===== config.mk =====
export PLATFORM = sky130hd
export DESIGN_NAME = nfha_ctrl
export DESIGN_NICKNAME = d
export VERILOG_FILES = /design/src/hdl/nfha_pkg.sv /design/src/hdl/nfha_ctrl.sv
export SDC_FILE = /design/constraint.sdc
export NUM_CORES = 1
export LEC_CHECK = 0
export BUFFER_PORTS_ARGS = -buffer_cell sky130_fd_sc_hd__buf_2
export CAP_MARGIN = 20
export CORE_AREA = 2 2 47 49
export CTS_BUF_LIST = sky130_fd_sc_hd__clkbuf_4 sky130_fd_sc_hd__clkbuf_8
export DETAILED_ROUTE_END_ITERATION = 10
export DIE_AREA = 0 0 49 51
export PLACE_DENSITY = 0.89
export SYNTH_ARGS = -nofsm -noshare
export SYNTH_HDL_FRONTEND = slang
export SYNTH_SLANG_ARGS = --single-unit

===== constraint.sdc =====
create_clock -name clk -period 2.4 [get_ports clk]
set_input_delay 0.6 -clock clk [delete_from_list [all_inputs] [get_ports clk]]
set_output_delay 0.6 -clock clk [all_outputs]
set_load 0.05 [all_outputs]

===== src/hdl/nfha_pkg.sv =====
// ----------------------------------------------------------------------------
// nfha_pkg
// Shared constants, header record, datapath commands and status.
// ----------------------------------------------------------------------------
package nfha_pkg;

	localparam int HEAP_UNITS = 4096;
	localparam int UNIT_BYTES = 32;
	localparam int IDX_W      = $clog2(HEAP_UNITS);
	localparam int SIZE_W     = IDX_W + 1;
	localparam int BYTES_W    = 18;
	localparam int UNIT_SHIFT = $clog2(UNIT_BYTES);
	localparam int NEED_W     = BYTES_W - UNIT_SHIFT + 1;
	localparam int WALK_LIMIT = 2 * HEAP_UNITS + 4;
	localparam int STEP_W     = $clog2(WALK_LIMIT + 2) + 1;
	localparam int GROW_W     = 12;
	localparam int GROW_RESET = 128;

	typedef struct packed {
		logic [IDX_W-1:0]  prev;
		logic [IDX_W-1:0]  next;
		logic [SIZE_W-1:0] size;
		logic              free;
	} hdr_t;

	typedef enum logic [4:0] {
		OP_NOP,
		OP_CLEAR,
		OP_LOAD,
		OP_A_RD_ROVER,
		OP_A_TAKE_NEXT,
		OP_A_RD_P,
		OP_A_EXACT,
		OP_A_SPLIT1,
		OP_A_SPLIT2,
		OP_A_SPLIT3,
		OP_A_ADV,
		OP_FAIL,
		OP_G_START,
		OP_G_RD,
		OP_G_ADV,
		OP_G_LINK1,
		OP_G_LINK2,
		OP_G_LINK3,
		OP_R_MARK,
		OP_R_RD_BP,
		OP_R_RD_N,
		OP_R_MERGE_N1,
		OP_R_MERGE_N2,
		OP_R_RD_PV,
		OP_R_MERGE_P1,
		OP_R_MERGE_P2,
		OP_R_ROVER,
		OP_F_RD_BP,
		OP_F_RD_PV,
		OP_OUT
	} dp_op_t;

	typedef struct packed {
		logic clr_last;
		logic cmd_free;
		logic out_full;
		logic steps_over;
		logic fit;
		logic exact;
		logic at_rover;
		logic grow_ok;
		logic walk_more;
		logic merge_n;
		logic merge_p;
		logic free_skip;
		logic hdr_bad;
		logic link_bad;
	} dp_status_t;

endpackage


===== src/hdl/nfha_ctrl.sv =====
// ----------------------------------------------------------------------------
// nfha_ctrl
// Sequencer: steps the datapath through alloc, grow, release and free.
// ----------------------------------------------------------------------------
module nfha_ctrl
	import nfha_pkg::*;
(
	input  logic       clk,
	input  logic       arst_n,
	input  logic       in_valid,
	output logic       in_stall,
	input  dp_status_t st,
	output dp_op_t     op
);

	typedef enum logic [4:0] {
		S_CLEAR,
		S_IDLE,
		S_A_RD_ROVER,
		S_A_TAKE_NEXT,
		S_A_RD_P,
		S_A_EVAL,
		S_A_SPLIT2,
		S_A_SPLIT3,
		S_G_RD,
		S_G_EVAL,
		S_G_LINK2,
		S_G_LINK3,
		S_R_MARK,
		S_R_RD_BP,
		S_R_RD_N,
		S_R_EVAL_N,
		S_R_MERGE_N2,
		S_R_RD_BP2,
		S_R_RD_PV,
		S_R_EVAL_P,
		S_R_MERGE_P2,
		S_R_RD_BP3,
		S_R_ROVER,
		S_F_CHECK,
		S_F_EVAL,
		S_F_LINK,
		S_DONE
	} state_t;

	state_t state_q, state_d;
	logic   from_grow_q, from_grow_d;

	assign in_stall = (state_q != S_IDLE);

	always_comb begin
		state_d     = state_q;
		from_grow_d = from_grow_q;
		op          = OP_NOP;
		unique case (state_q)
			S_CLEAR: begin
				op = OP_CLEAR;
				if (st.clr_last) state_d = S_IDLE;
			end
			S_IDLE: begin
				if (in_valid) begin
					op          = OP_LOAD;
					from_grow_d = 1'b0;
					state_d     = st.cmd_free ? S_F_CHECK : S_A_RD_ROVER;
				end
			end
			S_A_RD_ROVER: begin
				op      = OP_A_RD_ROVER;
				state_d = S_A_TAKE_NEXT;
			end
			S_A_TAKE_NEXT: begin
				op      = OP_A_TAKE_NEXT;
				state_d = S_A_RD_P;
			end
			S_A_RD_P: begin
				if (st.steps_over) begin
					op      = OP_FAIL;
					state_d = S_DONE;
				end else begin
					op      = OP_A_RD_P;
					state_d = S_A_EVAL;
				end
			end
			S_A_EVAL: begin
				if (st.fit && st.exact) begin
					op      = OP_A_EXACT;
					state_d = S_DONE;
				end else if (st.fit) begin
					op      = OP_A_SPLIT1;
					state_d = S_A_SPLIT2;
				end else if (st.at_rover) begin
					if (st.grow_ok) begin
						op      = OP_G_START;
						state_d = S_G_RD;
					end else begin
						op      = OP_FAIL;
						state_d = S_DONE;
					end
				end else begin
					op      = OP_A_ADV;
					state_d = S_A_RD_P;
				end
			end
			S_A_SPLIT2: begin
				op      = OP_A_SPLIT2;
				state_d = S_A_SPLIT3;
			end
			S_A_SPLIT3: begin
				op      = OP_A_SPLIT3;
				state_d = S_DONE;
			end
			S_G_RD: begin
				op      = OP_G_RD;
				state_d = S_G_EVAL;
			end
			S_G_EVAL: begin
				if (st.walk_more) begin
					op      = OP_G_ADV;
					state_d = S_G_RD;
				end else begin
					op      = OP_G_LINK1;
					state_d = S_G_LINK2;
				end
			end
			S_G_LINK2: begin
				op      = OP_G_LINK2;
				state_d = S_G_LINK3;
			end
			S_G_LINK3: begin
				op          = OP_G_LINK3;
				from_grow_d = 1'b1;
				state_d     = S_R_MARK;
			end
			S_R_MARK: begin
				op      = OP_R_MARK;
				state_d = S_R_RD_BP;
			end
			S_R_RD_BP: begin
				op      = OP_R_RD_BP;
				state_d = S_R_RD_N;
			end
			S_R_RD_N: begin
				op      = OP_R_RD_N;
				state_d = S_R_EVAL_N;
			end
			S_R_EVAL_N: begin
				if (st.merge_n) begin
					op      = OP_R_MERGE_N1;
					state_d = S_R_MERGE_N2;
				end else begin
					state_d = S_R_RD_BP2;
				end
			end
			S_R_MERGE_N2: begin
				op      = OP_R_MERGE_N2;
				state_d = S_R_RD_BP2;
			end
			S_R_RD_BP2: begin
				op      = OP_R_RD_BP;
				state_d = S_R_RD_PV;
			end
			S_R_RD_PV: begin
				op      = OP_R_RD_PV;
				state_d = S_R_EVAL_P;
			end
			S_R_EVAL_P: begin
				if (st.merge_p) begin
					op      = OP_R_MERGE_P1;
					state_d = S_R_MERGE_P2;
				end else begin
					state_d = S_R_RD_BP3;
				end
			end
			S_R_MERGE_P2: begin
				op      = OP_R_MERGE_P2;
				state_d = S_R_RD_BP3;
			end
			S_R_RD_BP3: begin
				op      = OP_R_RD_BP;
				state_d = S_R_ROVER;
			end
			S_R_ROVER: begin
				op      = OP_R_ROVER;
				state_d = from_grow_q ? S_A_RD_ROVER : S_DONE;
			end
			S_F_CHECK: begin
				if (st.free_skip) begin
					state_d = S_DONE;
				end else begin
					op      = OP_F_RD_BP;
					state_d = S_F_EVAL;
				end
			end
			S_F_EVAL: begin
				if (st.hdr_bad) begin
					state_d = S_DONE;
				end else begin
					op      = OP_F_RD_PV;
					state_d = S_F_LINK;
				end
			end
			S_F_LINK: begin
				state_d = st.link_bad ? S_DONE : S_R_MARK;
			end
			S_DONE: begin
				if (!st.out_full) begin
					op      = OP_OUT;
					state_d = S_IDLE;
				end
			end
			default: state_d = S_IDLE;
		endcase
	end

	always_ff @(posedge clk or negedge arst_n) begin
		if (!arst_n) begin
			state_q     <= S_CLEAR;
			from_grow_q <= 1'b0;
		end else begin
			state_q     <= state_d;
			from_grow_q <= from_grow_d;
		end
	end

endmodule


==> impl_metrics.yaml <==
global_routing:
  grt_usage_pct: 32.3
  grt_overflow: 0
  first_global_vias: 1318
  antenna_found_initial: 0
  grt_pass1_wl_mm: 6.16
  grt_max_degree: 18
sta:
  tns_ps: 0
  setup-violations-final: 0
  rsz0062_at_grt: "yes"
  finalMaxSlewViolations: 0
  hold_ws_ps: 168
  worst_pin_slew_ps: 459
  slew_headroom_pct: 69.0
  skew_ps: 6.19
  timing.final.crit_share_pct: 99.1
  fmax_mhz: 420
  period_minus_slack_ps: 2380
  finalHoldViolations: 0
floorplanning:
  pin_count: 23
  initial_utilization_pct: 55.1
  die_area_mm2: 0.00250
  die_x_um: 49
  core_mm2: 0.00206
  rows: 17
  die_h_um: 51
cts:
  clock-root-buffer: "clkbuf_4"
  cts_hold_buffers: 0
  clock_tree.buffer_depth: 2
  htree_levels: 1
  clk_pin_slew_ps: 50
  tritoncts: "built"
  cts_sinks: 6
  numCtsBuffers: 3
  clk-insertion-delay-late_ps: 240
setup_path:
  crit_fanout: 7
  path_depth: 5
  cp_common_cell: "buf_6"
  endpoint_kind: "output pin"
  r2r_cells: 6
  r2r_slack_ps: 650
  path_class: "reg -> out"
  path_cells: "buf_6 -> maj3_1 -> o32a_1 -> o221ai_2 -> buf_6"
  cp_slowest_stage_delay_ps: 450
  startpoint: "state_q[2]"
  crit_path_end: "op[1]"
  crit_family: "flip-flops"
  cp_data_required_time_ps: 1800
  crit_buf_inv: 2
  rr_endpoint: "state_q[4]"
  timing.rr.start: "state_q[3]"
  cp.arrival_ps: 1780
  cp_slowest_cell: "dfrtp_2"
  startpoint_type: "flip-flop"
synthesis:
  synth_seq_cells: 6
  syn_area_mm2: 0.00114
  synthCells: 167
  syn_area_per_cell_um2: 6.81
  synthArstFlopShare_pct: 100
  yosysSeqAreaShare_pct: 13.2
  synth_edf_count: 0
  ys.flop_type: "dfrtp_1"
  synth_cell_type_count: 52
  syn_nets: 184
  ys_warn_count: 0
layout:
  area_growth_pct: 30.9
  drive_gt1_share_pct: 33.8
  diodes: 0
  multi_input_area_um2: 917
  fillers: 180
  nets: 220
  seq_area_um2: 154
route:
  drtIter0Drc: 101
  drc_errors: 0
  ant_nets: 0
  drtPass1Iterations: 5
  vias: 1546
  routed_wirelength_mm: 4.18
  wl_per_cell_um: 18.2
  vias_per_cell: 6.75
power:
  p_leak_nw: 0.612
  ir_drop_mv: 0.872
  powerDensity_mw_per_mm2: 1550
run_status:
  outcome: "finished, final reports clean"
placed_design:
  port_buffers: 22
  gp_congestion: 1.04
  hpwl_mm: 3.03
hold_path:
  hold_path_class: "in -> async"
run:
  cap_violations: 0
==> layer usage <==
layer / GRT usage, % / wire length [um]
met1: 43.8 / 1580
met2: 47.9 / 1870
met3: 3.51 / 498
met4: 22.9 / 227
met5: 0 / 0
==> cells in the final DEF, fill, tap and decap left out, drive strengths merged, types with 6 or more instances in the layout <==
master / count
o21ai: 14
nor2: 9
nand2b: 7
dfrtp: 6
nand2: 26
nor3: 8
buf: 45
nor2b: 7
a31oi: 6
inv: 7
==> synth_stat cells (5+ instances only) <==
cell type / instances / share of area [%]
nor3_1: 8 / 3.5
a31oi_1: 6 / 3.3
buf_4: 7 / 4.6
nand2_1: 24 / 7.9
inv_1: 5 / 1.7
a21oi_1: 5 / 2.2
o21ai_0: 13 / 5.7
dfrtp_1: 6 / 13
nand2b_1: 7 / 3.9
nor2b_1: 7 / 3.9
nor2_1: 9 / 3.0
o32ai_1: 5 / 3.9
==> stage by stage <==
| stage | std cells | area [um2] | power [mW] | utilization [%] | setup WS (ps) |
|---|---|---|---|---|---|
| floorplan | 167 | 1160 | 1.48 | - | 7.74 |
| global placement | 221 | 1340 | 1.87 | 64.8 | 173 |
| detailed placement | 221 | 1340 | 1.90 | 64.8 | 103 |
| CTS | 224 | 1380 | 2.06 | 67.1 | -9.70 |
| global route | 229 | 1490 | 2.42 | 72.2 | -52.5 |
| finish | 229 | 1490 | 2.30 | 72.2 | 21.6 |
==> state kept, by name (all words and copies together) (netlist names) <==
signal / flops
state_q: 5
from_grow_q: 1
==> cell type report <==
| cell class | count | share of cell area, % |
|---|---|---|
| Multi-Input combinational cell | 140 | 61.6 |
| Inverter | 7 | 1.76 |
| Timing Repair Buffer | 45 | 22.4 |
| Tap cell | 28 | 2.35 |
| Sequential cell | 6 | 10.3 |
| Clock buffer | 3 | 1.51 |
==> timing repair <==
| item | CTS | global route |
|---|---|---|
| gates resized for setup | 9 | 19 |
| gates cloned | 0 | 0 |
| endpoints found under the setup margin | 5 | 5 |
| pin swaps | 0 | 3 |
| setup buffers | 0 | 5 |
==> power by group <==
| part | total, mW | internal (mW) | switching, mW |
|---|---|---|---|
| Clock | 0.0898 | 0.0564 | 0.0334 |
| Sequential | 0.230 | 0.150 | 0.0801 |
| Combinational | 1.98 | 0.809 | 1.17 |
==> kinds of logic after synthesis <==
logic type / Yosys count / share of synthesized area (%)
buf+inv: 21 / 11.0
compound gates: 59 / 37.3
flops: 6 / 13.2
fa+ha+maj: 1 / 0.880
simple gates: 78 / 36.1
xor+xnor: 2 / 1.54
==> worst min-delay path by stage <==
stage,depth (start not counted),startpoint,end
after floorplan,0,arst_n,from_grow_q
after global placement,1,arst_n,state_q[3]
after detailed placement,1,arst_n,state_q[3]
after CTS,1,arst_n,state_q[4]
after global routing,1,arst_n,state_q[4]
final,1,arst_n,state_q[4]
Note: power is estimated with default switching activity, not from simulation.
